### src/rtl/damped_string_wave_step_unit_macros.svh
// assertion macros for the damped string wave step unit
// used by rtl files that carry concurrent checks; expects clock and reset in scope
`ifndef DAMPED_STRING_WAVE_STEP_UNIT_MACROS_SVH
`define DAMPED_STRING_WAVE_STEP_UNIT_MACROS_SVH

// same-cycle implication
`define DSW_ASSERT_IMP(lbl, ante, cons, msg) \
   lbl: assert property (@(posedge clock) disable iff (reset) (ante) |-> (cons)) \
      else $error(msg);

// next-cycle implication
`define DSW_ASSERT_NXT(lbl, ante, cons, msg) \
   lbl: assert property (@(posedge clock) disable iff (reset) (ante) |=> (cons)) \
      else $error(msg);

`endif

### src/rtl/dsw_pkg.sv
// shared types, constants and fixed-point helpers of the damped string wave step unit
// no dependencies
package dsw_pkg;

   localparam int POINTS_DEF  = 64;
   localparam int DATA_W      = 16;
   localparam int COEF_W      = 16;
   localparam int IDX_OUT_W   = 6;
   localparam int CSR_IDX_W   = 2;
   localparam int OPND_W      = 18;
   localparam int PROD_W      = OPND_W + COEF_W + 1;
   localparam int ACC_W       = 37;
   localparam int FRAC_SHIFT  = 16;
   localparam int RND_W       = ACC_W - FRAC_SHIFT;
   localparam int SUM_W       = 22;
   localparam int ROUND_HALF  = 32768;

   localparam logic [COEF_W-1:0] SPRING_RST   = 16'd4096;
   localparam logic [COEF_W-1:0] DAMPING_RST  = 16'd256;
   localparam logic [COEF_W-1:0] POSITION_RST = 16'd4096;

   localparam logic signed [DATA_W-1:0] Q88_MAX = 16'sh7fff;
   localparam logic signed [DATA_W-1:0] Q88_MIN = 16'sh8000;

   typedef enum logic [CSR_IDX_W-1:0] {
      CSR_SPRING   = 2'd0,
      CSR_DAMPING  = 2'd1,
      CSR_POSITION = 2'd2
   } csr_idx_type;

   typedef enum logic {
      MAC_LOAD = 1'b0,
      MAC_SUB  = 1'b1
   } mac_op_type;

   typedef struct packed {
      logic              en;
      mac_op_type        op;
      logic [OPND_W-1:0] operand;
      logic [COEF_W-1:0] coef;
   } mac_ctrl_type;

   typedef struct packed {
      logic [COEF_W-1:0] spring;
      logic [COEF_W-1:0] damping;
      logic [COEF_W-1:0] position;
   } coef_type;

   // q.24 to q.8, round half up (floor after adding half)
   function automatic logic signed [RND_W-1:0] rnd_q24(input logic signed [ACC_W-1:0] x);
      logic signed [ACC_W-1:0] t;
      t = x + ACC_W'(ROUND_HALF);
      return t[ACC_W-1:FRAC_SHIFT];
   endfunction

   // clamp to signed q8.8
   function automatic logic signed [DATA_W-1:0] sat_q88(input logic signed [SUM_W-1:0] x);
      logic signed [DATA_W-1:0] r;
      if (x > SUM_W'(Q88_MAX)) begin
         r = Q88_MAX;
      end else if (x < SUM_W'(Q88_MIN)) begin
         r = Q88_MIN;
      end else begin
         r = x[DATA_W-1:0];
      end
      return r;
   endfunction

endpackage

### src/rtl/dsw_req_if.sv
// input channel: one beat sets both end heights for a tick
// depends on dsw_pkg
interface dsw_req_if;
   import dsw_pkg::*;

   logic                     valid;
   logic                     ready;
   logic signed [DATA_W-1:0] left_end;
   logic signed [DATA_W-1:0] right_end;

   modport source(output valid, left_end, right_end, input ready);
   modport sink(input valid, left_end, right_end, output ready);
endinterface

### src/rtl/dsw_rsp_if.sv
// result channel: one beat per string point
// depends on dsw_pkg
interface dsw_rsp_if;
   import dsw_pkg::*;

   logic                     valid;
   logic                     ready;
   logic [IDX_OUT_W-1:0]     point_index;
   logic signed [DATA_W-1:0] height;
   logic                     last;

   modport source(output valid, point_index, height, last, input ready);
   modport sink(input valid, point_index, height, last, output ready);
endinterface

### src/rtl/dsw_csr_if.sv
// configuration write channel: register index and write data
// depends on dsw_pkg
interface dsw_csr_if;
   import dsw_pkg::*;

   logic                 valid;
   logic                 ready;
   logic [CSR_IDX_W-1:0] index;
   logic [COEF_W-1:0]    data;

   modport source(output valid, index, data, input ready);
   modport sink(input valid, index, data, output ready);
endinterface

### src/rtl/dsw_mac.sv
// shared multiply-accumulate unit: signed operand times unsigned q0.16 coefficient
// depends on dsw_pkg
module dsw_mac (
   input  logic                        clock,
   input  dsw_pkg::mac_ctrl_type       mac_ctrl,
   output logic signed [dsw_pkg::ACC_W-1:0] acc
);
   import dsw_pkg::*;

   logic signed [PROD_W-1:0] prod;
   logic signed [ACC_W-1:0]  acc_ff;
   logic signed [ACC_W-1:0]  acc_in;

   assign prod = $signed(mac_ctrl.operand) * $signed({1'b0, mac_ctrl.coef});

   always_comb begin
      case (mac_ctrl.op)
         MAC_LOAD: acc_in = ACC_W'(prod);
         MAC_SUB:  acc_in = acc_ff - ACC_W'(prod);
         default:  acc_in = acc_ff;
      endcase
   end

   always_ff @(posedge clock) begin
      if (mac_ctrl.en) begin
         acc_ff <= acc_in;
      end
   end

   assign acc = acc_ff;
endmodule

### src/rtl/dsw_core.sv
// sequencer, height and velocity memories, neighbor window and result register
// depends on dsw_pkg, dsw_req_if, dsw_rsp_if and the assertion macros; drives the shared dsw_mac unit through its ports
`include "damped_string_wave_step_unit_macros.svh"
module dsw_core #(
   parameter int POINTS = dsw_pkg::POINTS_DEF
) (
   input  logic                             clock,
   input  logic                             reset,
   dsw_req_if.sink                          req_bus,
   dsw_rsp_if.source                        rsp_bus,
   input  dsw_pkg::coef_type                coef,
   output dsw_pkg::mac_ctrl_type            mac_ctrl,
   input  logic signed [dsw_pkg::ACC_W-1:0] acc
);
   import dsw_pkg::*;

   localparam int IDX_W = $clog2(POINTS);

   typedef enum logic [9:0] {
      ST_CLEAR  = 10'b0000000001,
      ST_IDLE   = 10'b0000000010,
      ST_PRIME  = 10'b0000000100,
      ST_LOAD   = 10'b0000001000,
      ST_SPRING = 10'b0000010000,
      ST_DAMP   = 10'b0000100000,
      ST_VEL    = 10'b0001000000,
      ST_POS    = 10'b0010000000,
      ST_HGT    = 10'b0100000000,
      ST_RIGHT  = 10'b1000000000
   } state_type;

   state_type state_ff, state_in;
   logic [IDX_W-1:0] idx_ff, idx_in;

   logic signed [DATA_W-1:0] h_mem_ff [POINTS];
   logic signed [DATA_W-1:0] v_mem_ff [POINTS];
   logic signed [DATA_W-1:0] h_rd_ff, v_rd_ff;

   logic signed [DATA_W-1:0] h_l_ff, h_l_in;
   logic signed [DATA_W-1:0] h_c_ff, h_c_in;
   logic signed [DATA_W-1:0] h_r_ff, h_r_in;
   logic signed [DATA_W-1:0] right_ff, right_in;
   logic signed [DATA_W-1:0] newv_ff, newv_in;

   logic                     out_valid_ff;
   logic [IDX_OUT_W-1:0]     out_idx_ff;
   logic signed [DATA_W-1:0] out_h_ff;
   logic                     out_last_ff;

   logic                     out_free;
   logic                     out_load;
   logic [IDX_OUT_W-1:0]     out_idx_val;
   logic signed [DATA_W-1:0] out_h_val;
   logic                     out_last_val;

   logic                     h_we, v_we, rd_en, req_ready;
   logic [IDX_W-1:0]         h_raddr;
   logic signed [DATA_W-1:0] h_wdata, v_wdata;

   logic                     at_last_inner;
   logic signed [DATA_W-1:0] r_val;
   logic signed [OPND_W-1:0] lap;
   logic signed [DATA_W-1:0] newv;
   logic signed [DATA_W-1:0] hn;

   assign out_free      = !out_valid_ff || rsp_bus.ready;
   assign at_last_inner = (idx_ff == IDX_W'(POINTS - 2));
   // right neighbor of the last interior point is this tick's right end
   assign r_val = at_last_inner ? right_ff : h_rd_ff;
   assign lap   = OPND_W'(h_l_ff) + OPND_W'(r_val) - (OPND_W'(h_c_ff) <<< 1);
   assign newv  = sat_q88(SUM_W'(v_rd_ff) + SUM_W'(rnd_q24(acc)));
   assign hn    = sat_q88(SUM_W'(h_c_ff) + SUM_W'(rnd_q24(acc)));

   always_comb begin
      state_in     = state_ff;
      idx_in       = idx_ff;
      h_l_in       = h_l_ff;
      h_c_in       = h_c_ff;
      h_r_in       = h_r_ff;
      right_in     = right_ff;
      newv_in      = newv_ff;
      out_load     = 1'b0;
      out_idx_val  = IDX_OUT_W'(idx_ff);
      out_h_val    = hn;
      out_last_val = 1'b0;
      h_we         = 1'b0;
      h_wdata      = hn;
      v_we         = 1'b0;
      v_wdata      = newv;
      rd_en        = 1'b0;
      h_raddr      = idx_ff + IDX_W'(1);
      req_ready    = 1'b0;
      mac_ctrl     = '{en: 1'b0, op: MAC_LOAD, operand: lap, coef: coef.spring};
      case (state_ff)
         ST_CLEAR: begin
            h_we    = 1'b1;
            v_we    = 1'b1;
            h_wdata = '0;
            v_wdata = '0;
            idx_in  = idx_ff + IDX_W'(1);
            if (idx_ff == IDX_W'(POINTS - 1)) begin
               idx_in   = '0;
               state_in = ST_IDLE;
            end
         end
         ST_IDLE: begin
            req_ready = 1'b1;
            if (req_bus.valid) begin
               h_l_in   = req_bus.left_end;
               right_in = req_bus.right_end;
               idx_in   = IDX_W'(1);
               state_in = ST_PRIME;
            end
         end
         ST_PRIME: begin
            rd_en   = 1'b1;
            h_raddr = idx_ff;
            if (out_free) begin
               out_load    = 1'b1;
               out_idx_val = '0;
               out_h_val   = h_l_ff;
               state_in    = ST_LOAD;
            end
         end
         ST_LOAD: begin
            rd_en = 1'b1;
            if (idx_ff == IDX_W'(1)) begin
               h_c_in = h_rd_ff;
            end
            state_in = ST_SPRING;
         end
         ST_SPRING: begin
            mac_ctrl = '{en: 1'b1, op: MAC_LOAD, operand: lap, coef: coef.spring};
            h_r_in   = r_val;
            state_in = ST_DAMP;
         end
         ST_DAMP: begin
            mac_ctrl = '{en: 1'b1, op: MAC_SUB, operand: OPND_W'(v_rd_ff),
                         coef: coef.damping};
            state_in = ST_VEL;
         end
         ST_VEL: begin
            newv_in  = newv;
            v_we     = 1'b1;
            state_in = ST_POS;
         end
         ST_POS: begin
            mac_ctrl = '{en: 1'b1, op: MAC_LOAD, operand: OPND_W'(newv_ff),
                         coef: coef.position};
            state_in = ST_HGT;
         end
         ST_HGT: begin
            if (out_free) begin
               h_we     = 1'b1;
               out_load = 1'b1;
               h_l_in   = h_c_ff;
               h_c_in   = h_r_ff;
               if (at_last_inner) begin
                  state_in = ST_RIGHT;
               end else begin
                  idx_in   = idx_ff + IDX_W'(1);
                  state_in = ST_LOAD;
               end
            end
         end
         ST_RIGHT: begin
            if (out_free) begin
               out_load     = 1'b1;
               out_idx_val  = IDX_OUT_W'(POINTS - 1);
               out_h_val    = right_ff;
               out_last_val = 1'b1;
               state_in     = ST_IDLE;
            end
         end
         default: begin
            state_in = ST_IDLE;
         end
      endcase
   end

   always_ff @(posedge clock) begin
      if (reset) begin
         state_ff     <= ST_CLEAR;
         idx_ff       <= '0;
         out_valid_ff <= 1'b0;
      end else begin
         state_ff <= state_in;
         idx_ff   <= idx_in;
         if (out_load) begin
            out_valid_ff <= 1'b1;
         end else if (rsp_bus.ready) begin
            out_valid_ff <= 1'b0;
         end
      end
   end

   always_ff @(posedge clock) begin
      h_l_ff   <= h_l_in;
      h_c_ff   <= h_c_in;
      h_r_ff   <= h_r_in;
      right_ff <= right_in;
      newv_ff  <= newv_in;
      if (out_load) begin
         out_idx_ff  <= out_idx_val;
         out_h_ff    <= out_h_val;
         out_last_ff <= out_last_val;
      end
   end

   // state memories, one write and one registered read each
   always_ff @(posedge clock) begin
      if (h_we) begin
         h_mem_ff[idx_ff] <= h_wdata;
      end
      if (v_we) begin
         v_mem_ff[idx_ff] <= v_wdata;
      end
      if (rd_en) begin
         h_rd_ff <= h_mem_ff[h_raddr];
         v_rd_ff <= v_mem_ff[idx_ff];
      end
   end

   assign req_bus.ready       = req_ready;
   assign rsp_bus.valid       = out_valid_ff;
   assign rsp_bus.point_index = out_idx_ff;
   assign rsp_bus.height      = out_h_ff;
   assign rsp_bus.last        = out_last_ff;

   `DSW_ASSERT_NXT(a_accept_starts_tick, req_bus.valid && req_bus.ready, state_ff == ST_PRIME, "accepted tick did not start")
   `DSW_ASSERT_IMP(a_last_index, rsp_bus.valid && rsp_bus.last, rsp_bus.point_index == IDX_OUT_W'(POINTS - 1), "last beat on wrong point")
   `DSW_ASSERT_IMP(a_no_beat_in_clear, state_ff == ST_CLEAR, !rsp_bus.valid, "result beat during clearing pass")
   `DSW_ASSERT_IMP(a_mac_steps, mac_ctrl.en, state_ff == ST_SPRING || state_ff == ST_DAMP || state_ff == ST_POS, "mac used outside its steps")
endmodule

### src/rtl/damped_string_wave_step_unit.sv
// first beat (point 0) is loaded in ST_PRIME after acceptance, once output is free
// ticks do not overlap: the next is taken in ST_IDLE once the last beat is loaded;
// each interior point runs a six-step sequence around the one shared multiplier
// reset: synchronous, active high; coefficients return to their reset values and a
//   clearing pass zeroes every height and velocity before input is taken
module damped_string_wave_step_unit #(
   parameter int POINTS = dsw_pkg::POINTS_DEF
) (
   input  logic       clock,
   input  logic       reset,
   dsw_req_if.sink    req_bus,
   dsw_rsp_if.source  rsp_bus,
   dsw_csr_if.sink    csr_bus
);
   import dsw_pkg::*;

   // coefficient registers, to be written only while the string is idle, unchecked
   coef_type     coef_ff;
   mac_ctrl_type mac_ctrl;
   logic signed [ACC_W-1:0] acc;

   // configuration beats are always taken; unknown indexes are dropped
   assign csr_bus.ready = 1'b1;

   always_ff @(posedge clock) begin
      if (reset) begin
         coef_ff <= '{spring: SPRING_RST, damping: DAMPING_RST, position: POSITION_RST};
      end else if (csr_bus.valid) begin
         case (csr_bus.index)
            CSR_SPRING:   coef_ff.spring   <= csr_bus.data;
            CSR_DAMPING:  coef_ff.damping  <= csr_bus.data;
            CSR_POSITION: coef_ff.position <= csr_bus.data;
            default:      coef_ff          <= coef_ff;
         endcase
      end
   end

   // sequencer walks the points: load, spring product, damping product,
   // velocity update, position product, height update and beat out
   dsw_core #(
      .POINTS(POINTS)
   ) u_core (
      .clock    (clock),
      .reset    (reset),
      .req_bus  (req_bus),
      .rsp_bus  (rsp_bus),
      .coef     (coef_ff),
      .mac_ctrl (mac_ctrl),
      .acc      (acc)
   );

   // the one multiply-accumulate shared by all three products
   dsw_mac u_mac (
      .clock    (clock),
      .mac_ctrl (mac_ctrl),
      .acc      (acc)
   );
endmodule

### src/flat_wrapper.sv
// flat-port wrapper written by rule: the top's interface ports become plain ports
module damped_string_wave_step_unit_flat import dsw_pkg::*;
#(
   parameter int POINTS = dsw_pkg::POINTS_DEF
)
  (clock, reset, req_bus_valid, req_bus_left_end, req_bus_right_end, req_bus_ready, rsp_bus_valid, rsp_bus_point_index, rsp_bus_height, rsp_bus_last, rsp_bus_ready, csr_bus_valid, csr_bus_index, csr_bus_data, csr_bus_ready);
  dsw_req_if req_bus_i ();
  dsw_rsp_if rsp_bus_i ();
  dsw_csr_if csr_bus_i ();
  input  logic clock;
  input  logic reset;
  input wire logic [$bits(req_bus_i.valid)-1:0] req_bus_valid;
  input wire logic [$bits(req_bus_i.left_end)-1:0] req_bus_left_end;
  input wire logic [$bits(req_bus_i.right_end)-1:0] req_bus_right_end;
  output wire logic [$bits(req_bus_i.ready)-1:0] req_bus_ready;
  output wire logic [$bits(rsp_bus_i.valid)-1:0] rsp_bus_valid;
  output wire logic [$bits(rsp_bus_i.point_index)-1:0] rsp_bus_point_index;
  output wire logic [$bits(rsp_bus_i.height)-1:0] rsp_bus_height;
  output wire logic [$bits(rsp_bus_i.last)-1:0] rsp_bus_last;
  input wire logic [$bits(rsp_bus_i.ready)-1:0] rsp_bus_ready;
  input wire logic [$bits(csr_bus_i.valid)-1:0] csr_bus_valid;
  input wire logic [$bits(csr_bus_i.index)-1:0] csr_bus_index;
  input wire logic [$bits(csr_bus_i.data)-1:0] csr_bus_data;
  output wire logic [$bits(csr_bus_i.ready)-1:0] csr_bus_ready;
  assign req_bus_i.valid = req_bus_valid;
  assign req_bus_i.left_end = req_bus_left_end;
  assign req_bus_i.right_end = req_bus_right_end;
  assign req_bus_ready = req_bus_i.ready;
  assign rsp_bus_valid = rsp_bus_i.valid;
  assign rsp_bus_point_index = rsp_bus_i.point_index;
  assign rsp_bus_height = rsp_bus_i.height;
  assign rsp_bus_last = rsp_bus_i.last;
  assign rsp_bus_i.ready = rsp_bus_ready;
  assign csr_bus_i.valid = csr_bus_valid;
  assign csr_bus_i.index = csr_bus_index;
  assign csr_bus_i.data = csr_bus_data;
  assign csr_bus_ready = csr_bus_i.ready;
  damped_string_wave_step_unit #(.POINTS(POINTS)) u_core (.clock(clock), .reset(reset), .req_bus(req_bus_i), .rsp_bus(rsp_bus_i), .csr_bus(csr_bus_i));
endmodule
### config.mk
export PLATFORM = sky130hd
export DESIGN_NAME = damped_string_wave_step_unit_flat
export DESIGN_NICKNAME = d
export VERILOG_FILES = /design/src/rtl/dsw_pkg.sv /design/src/rtl/dsw_req_if.sv /design/src/rtl/dsw_rsp_if.sv /design/src/rtl/dsw_csr_if.sv /design/src/rtl/dsw_mac.sv /design/src/rtl/dsw_core.sv /design/src/rtl/damped_string_wave_step_unit.sv /design/src/flat_wrapper.sv
export VERILOG_INCLUDE_DIRS = /design/src /design/src/rtl
export SDC_FILE = /design/constraint.sdc
export NUM_CORES = 2
export LEC_CHECK = 0
export ABC_CLOCK_PERIOD_IN_PS = 42100
export BUFFER_PORTS_ARGS = -buffer_cell sky130_fd_sc_hd__clkbuf_2
export CORE_AREA = 2 2 542 490
export CTS_BUF_LIST = sky130_fd_sc_hd__clkbuf_8
export DETAILED_ROUTE_END_ITERATION = 6
export DIE_AREA = 0 0 544 492
export HOLD_SLACK_MARGIN = 0.1
export PLACE_DENSITY = 0.64
export SETUP_SLACK_MARGIN = 0.15
export SYNTH_ARGS = -nofsm -noshare
export SYNTH_HDL_FRONTEND = slang
export SYNTH_SLANG_ARGS = --single-unit
export TNS_END_PERCENT = 20
### constraint.sdc
create_clock -name clock -period 42.1 [get_ports clock]
set_input_delay 0 -clock clock [delete_from_list [all_inputs] [get_ports clock]]
set_output_delay 0 -clock clock [all_outputs]
set_load 0.05 [all_outputs]
After elaboration in Yosys (flattened, before gate mapping). Memories as Yosys holds them, arrays and structs flattened. A register that Yosys moved wholly into a read port is not among the register bits. Cells that the tools add are included.

Flip-flop bits (word level): 205. Bits in writable memories: 2048. Input bits: 55. Output and inout bits: 26. Logic and storage cells: 116. Memories kept: 2.

Add/subtract/negate cells: 7. Multipliers: 1. Order comparisons: 4. Eq/ne operators: 22. Mux-type cells: 46. Bitwise gates (word level): 1. Reductions and logical operators: 18.

Memories: u_core.u_core.h_mem_ff (words 64, bits a word 16, read ports 1, clocked after memory_dff 1, wr ports 1, RTL line dsw_core.sv:35) `logic signed [DATA_W-1:0] h_mem_ff [POINTS];`; u_core.u_core.v_mem_ff (words 64, bits a word 16, read ports 1, clocked after memory_dff 1, wr ports 1, RTL line dsw_core.sv:36) `logic signed [DATA_W-1:0] v_mem_ff [POINTS];`.

Operators by type and width (number): 2-to-1 mux 16 bit (13); case mux 36 bit (3 select lines) (1); case mux 10 bit (10 select lines) (1); case mux 16 bit (2 select lines) (3); case mux 37 bit (2 select lines) (1); 2-to-1 mux 10 bit (6); adder 16 x 21 -> 22 bit (2); > comparator 22 x 16 -> 1 bit (second input constant) (2); less-than comparator 22 x 16 -> 1 bit (second input constant) (2); 2-to-1 mux 6 bit (7); adder 37 x 17 -> 37 bit (second input constant) (1); subtractor 37 x 35 -> 37 bit (1); multiplier 18 x 17 -> 35 bit (1); case mux 6 bit (3 select lines) (1); subtractor 17 x 17 -> 18 bit (1); adder 16 x 16 -> 17 bit (1); inequality test 2 bit (second input constant) (7); equality test 6 bit (second input constant) (2); case mux 6 bit (2 select lines) (1); 2-to-1 mux 1 bit (11); equality test 10 x 1 -> 1 bit (second input constant) (1); equality test 10 bit (second input constant) (1); equality test 10 x 2 -> 1 bit (second input constant) (1); equality test 10 x 3 -> 1 bit (second input constant) (1); other kinds (23) (30).

Depth between registers and ports, before layout.
Depth in word-level cells: 8. Depth in mapped cells: 61. Gate-level depth less buffers: 58.

Modules after synthesis. From an unflattened synthesis, not the netlist that was laid out.

Cells, all modules: 7904. Area total of the unflattened synthesis: 104078.6 um^2.

By module, submodules not included: dsw_core (times used 1, cells an instance 6021, area each 87323.8 um^2, sequential area each 65893.2 um^2); dsw_mac (times used 1, cells an instance 1701, area each 14782.9 um^2, sequential area each 1111.1 um^2); damped_string_wave_step_unit (times used 1, cells an instance 182, area each 1971.9 um^2, sequential area each 960.9 um^2).

Worst setup path after synthesis. No wires, ideal clock.

Path type: register to register. Start point: register u_core.u_core.idx_ff[3]. End point: register u_core.u_mac.acc_ff[34] (netlist: u_core.u_mac.acc[34]) (data pin). Library setup time: 272 ps. Data arrival time: 13023 ps. Required time: 41828 ps. Path slack: 28805 ps. Cell stages (with the launch flop): 59. Cell sequence: dfxtp_1 -> clkbuf_1 -> and3_1 -> clkbuf_1 -> and3_1 -> clkbuf_1 -> clkbuf_1 -> mux2i_1 -> fa_1 -> inv_1 -> ha_1 -> a21oi_1 -> o21ai_0 -> a21oi_1 -> o21ai_0 -> a21oi_1 -> o21ai_0 -> a21oi_1 -> [23 not listed] -> xnor2_1 -> ha_1 -> a21o_1 -> a211o_1 -> a21oi_1 -> o2bb2ai_1 -> o21a_1 -> a31oi_1 -> maj3_2 -> o221ai_2 -> a21oi_1 -> nor3_2 -> maj3_1 -> a21oi_2 -> maj3_2 -> maj3_2 -> mux2i_1 -> xnor2_1.

Word-level cells in the longest chain between the ends: 8.

Ends and longest elaborated chain: start: declaration (RTL line dsw_core.sv:33) `logic [IDX_W-1:0] idx_ff, idx_in;`; start signal: assignment (RTL line dsw_core.sv:188) `idx_ff <= idx_in;`; equality test 6 bit (*) (RTL line dsw_core.sv:67) `assign at_last_inner = (idx_ff == IDX_W'(POINTS - 2));`; 2-to-1 mux 16 bit (*) (RTL line dsw_core.sv:69) `assign r_val = at_last_inner ? right_ff : h_rd_ff;`; adder 16 x 16 -> 17 bit (*) (RTL line dsw_core.sv:70) `assign lap = OPND_W'(h_l_ff) + OPND_W'(r_val) - (OPND_W'(h_c_ff) <<< 1);`; subtractor 17 x 17 -> 18 bit (*) (RTL line dsw_core.sv:70); case mux 36 bit (3 select lines) (*) (RTL line dsw_core.sv:94) `case (state_ff)`; multiplier 18 x 17 -> 35 bit (*) (RTL line dsw_mac.sv:14) `assign prod = $signed(mac_ctrl.operand) * $signed({1'b0, mac_ctrl.coef});`; subtractor 37 x 35 -> 37 bit (RTL line dsw_mac.sv:19) `MAC_SUB: acc_in = acc_ff - ACC_W'(prod);`; case mux 37 bit (2 select lines) (*) (RTL line dsw_mac.sv:17) `case (mac_ctrl.op)`; via u_core.u_mac.acc_in[34] (RTL line dsw_mac.sv:12) `logic signed [ACC_W-1:0] acc_in;`; end signal: assignment (RTL line dsw_mac.sv:26) `acc_ff <= acc_in;`; end: declaration (RTL line dsw_mac.sv:11) `logic signed [ACC_W-1:0] acc_ff;`.

The timed path passes the listed nets; every way through them passes the cells marked *. A chain may end at the register's enable or synchronous reset.

Final worst setup path.
Start point: register u_core.u_core.idx_ff[4]. End point: register u_core.u_mac.acc_ff[34] (netlist: u_core.u_mac.acc[34]) (data pin).

Same word-level chain as after synthesis.

==> impl_metrics.json <==
{
  "clock_latency_ps": 1110,
  "utilization_pct": 44.8,
  "cts_tree": "built",
  "ys_ff_latch": 2285,
  "die_h_um": 492,
  "gp_congestion": 0.927,
  "status": "completed",
  "drive_gt1_share_pct": 10.8,
  "slew_headroom_pct": 6.23,
  "dieArea_sq_mm": 0.268,
  "hold_viol": 0,
  "via_count": 69200,
  "cts.clk_slew.worst_paths_ps": 70,
  "arrival_ps": 15660,
  "wl_per_cell_um": 24.7,
  "max_cap_violations": 0,
  "max_stage_delay_ps": 1100,
  "synth-edff-count": 2220,
  "crit_path_top_delay_cell": "a221oi_1",
  "power.density_mw_per_mm2": 41.2,
  "rsz0062_at_grt": "false",
  "layout_common_cells": "edfxtp_1 (2220), nand2_1 (1403), inv_1 (623), a22oi_1 (448), clkbuf_8 (386)",
  "syn_to_final_growth_pct": 13.0,
  "yosysWarnings": 0,
  "worst_pin_slew_ps": 1410,
  "fin_skew_ps": 113,
  "dp_hpwl_um": 183000,
  "met2_usage_pct": 34.1,
  "syn-instance-count": 8012,
  "root_buffer": "clkbuf_8",
  "nets": 8923,
  "drcViolationCount": 0,
  "synthArstFlopShare_pct": 0,
  "p_leak_nw": 42.5,
  "drt-total-wl_um": 301000,
  "die_width_um": 544,
  "ff2ff_setup_slack_ps": 27180,
  "busiest_layer": "met2",
  "ys_top_cells_by_area": "edfxtp_1 (64%), fa_1 (5.8%), nand2_1 (5.1%)",
  "grt_pass1_wl_um": 442000,
  "synth_nets": 8546,
  "cts_buffer_depth": 4,
  "fp-row-count": 179,
  "overflow": 0,
  "crit_required_ps": 42850,
  "first_iter_violations": 8388,
  "start_util_pct": 39.7,
  "grt_antenna_before_repair": 14,
  "finalCritPeriodShare_pct": 35.4,
  "crit_family": "adder cells",
  "drv_slew": 0,
  "use_met3_pct": 4.28,
  "numCtsBuffers": 380,
  "drt-pass1-iter-count": 6,
  "postCtsSetupRepairBufs": 0,
  "hp-class": "in -> reg",
  "htreeDepth": 5,
  "final_common_cell": "edfxtp_1",
  "final.min_clock_period_ps": 14920,
  "yosys.area.top_type": "edfxtp_1",
  "netlist_area_sq_mm": 0.104,
  "synth_top_area_share_pct": 64.0,
  "timing.fmax_mhz": 67.0,
  "crit_buf_inv": 6,
  "core_sq_mm": 0.263,
  "holdWs_ps": 244,
  "grtUsageMet1_pct": 30.4,
  "cp-start-kind": "register",
  "tns_ps": 0,
  "setup_viol": 0,
  "cp_max_fo": 19,
  "critPathKind": "reg -> reg",
  "grt_max_degree": 165,
  "io_buffer_count": 79,
  "grt_pass1_vias": 67000,
  "cp_common_cell": "a21oi_1",
  "clkSinkCount": 2285,
  "ant_nets": 0,
  "io_pins": 81,
  "synthDistinctLibCells": 94,
  "vdd_ir_drop_max_uv": 32.5,
  "syn_avg_cell_area_sq_um": 13.0,
  "endpoint_kind": "register",
  "yosys_most_used_dff": "edfxtp_1",
  "grt_use_total_pct": 22.0,
  "vias_per_cell": 5.68,
  "seq_area_frac_synth_pct": 65.2
}
## metrics by stage
step                      instances  worst slack, ps  instance area [sq um]  power [mW]
after floorplan                8012            28810                 104000        2.94
after global placement        11400            27740                 110000        3.11
after detailed placement      11400            27450                 110000        3.12
after CTS                     12200            27330                 118000        4.88
after global routing          12200            26130                 118000        5.03
final                         12200            27180                 118000        4.85
## power breakdown
part	switching, mW	internal [mW]	total [mW]
Clock	0.870	0.895	1.77
Combinational	0.391	0.214	0.605
Sequential	0.00394	2.48	2.48
## synth_stat cells (32+ instances only)
library cell and number:
a22o_1 54, a311oi_1 193, edfxtp_1 2220, and3_1 140, nor3_1 53, o21ai_0 121
nand4_1 43, xnor2_1 120, fa_1 303, a221oi_1 62, buf_1 32, o211ai_1 34
ha_1 176, a21oi_1 245, a31oi_1 118, a41oi_1 51, xor2_1 38, nor2_1 377
nand3_1 313, a22oi_1 448, clkbuf_1 425, inv_1 507, nand2_1 1404, dfxtp_1 65
mux2_2 35
## registers in the layout (all words and copies together), names as in the netlist
register and cells:
u_core.u_core.rsp_bus.last 1, u_core.u_core.h_l_ff 16, u_core.u_core.idx_ff 6, u_core.coef_ff 48, u_core.u_core.h_rd_ff 16, u_core.u_core.h_c_ff 16
u_core.u_mac.acc 37, u_core.u_core.rsp_bus.height 16, u_core.u_core.v_mem_ff 1024, u_core.u_core.rsp_bus.point_index 6, u_core.u_core.h_mem_ff 1024, u_core.u_core.right_ff 16
u_core.u_core.v_rd_ff 16, u_core.u_core.state_ff 10, u_core.u_core.h_r_ff 16, u_core.u_core.newv_ff 16, u_core.u_core.rsp_bus.valid 1
## worst register-to-register path: cells and delay by family, from the launching register on
kind	cells	cell delay, ps
xor gates and xnor gates	3	450
muxes	2	530
buffers and inverters	6	600
DFF	1	650
adders and majority gates	14	5770
AOI/OAI and AO/OA	23	5310
and+or+nand+nor	5	1280
## routing by layer
layer / up-vias / share of wire, %
li1: 30400 / -
met1: 34700 / 41
met2: 3525 / 46
met3: 615 / 9.4
met4: 4 / 4.3
met5: - / 0.011
## cell families (layout without fill, tap and decap cells)
group,count (synthesis),in the layout,share of synthesized area (%)
flip-flops,2285,2285,65.2
other,1,9,0.00360
multiplexers,69,69,0.897
buffers and inverters,973,1617,3.51
XOR/XNOR,162,162,1.40
AND/OR/NAND/NOR,2503,2503,10.4
adder cells (fa/ha/maj),488,488,8.02
AO/OA/AOI/OAI,1531,1531,10.6
## final cells by class
cell class | count | area (sq um)
tap | 3529 | 4420
fill | 23300 | 145000
sequential | 2285 | 68000
clock inverter | 263 | 1320
antenna | 8 | 20.0
timing repair buffer | 458 | 3710
clock buffer | 386 | 5310
multi-input combinational | 4754 | 33100
inverter | 510 | 1910
## final timing paths
kind / startpoint / endpoint / depth (start not counted)
setup / recovery: u_core.u_core.idx_ff[4] / u_core.u_mac.acc[34] / 53
hold / removal: req_bus_right_end[9] / u_core.u_core.right_ff[9] / 3
setup reg to reg: u_core.u_core.idx_ff[4] / u_core.u_mac.acc[34] / 53
hold reg to reg: u_core.coef_ff[10] / u_core.coef_ff[10] / 2
## repair_timing
action                    CTS  global route
hold endpoints to repair  121             0
hold buffers              127             0
gates resized for setup     0             0
Power figures use the tool's default switching activity.
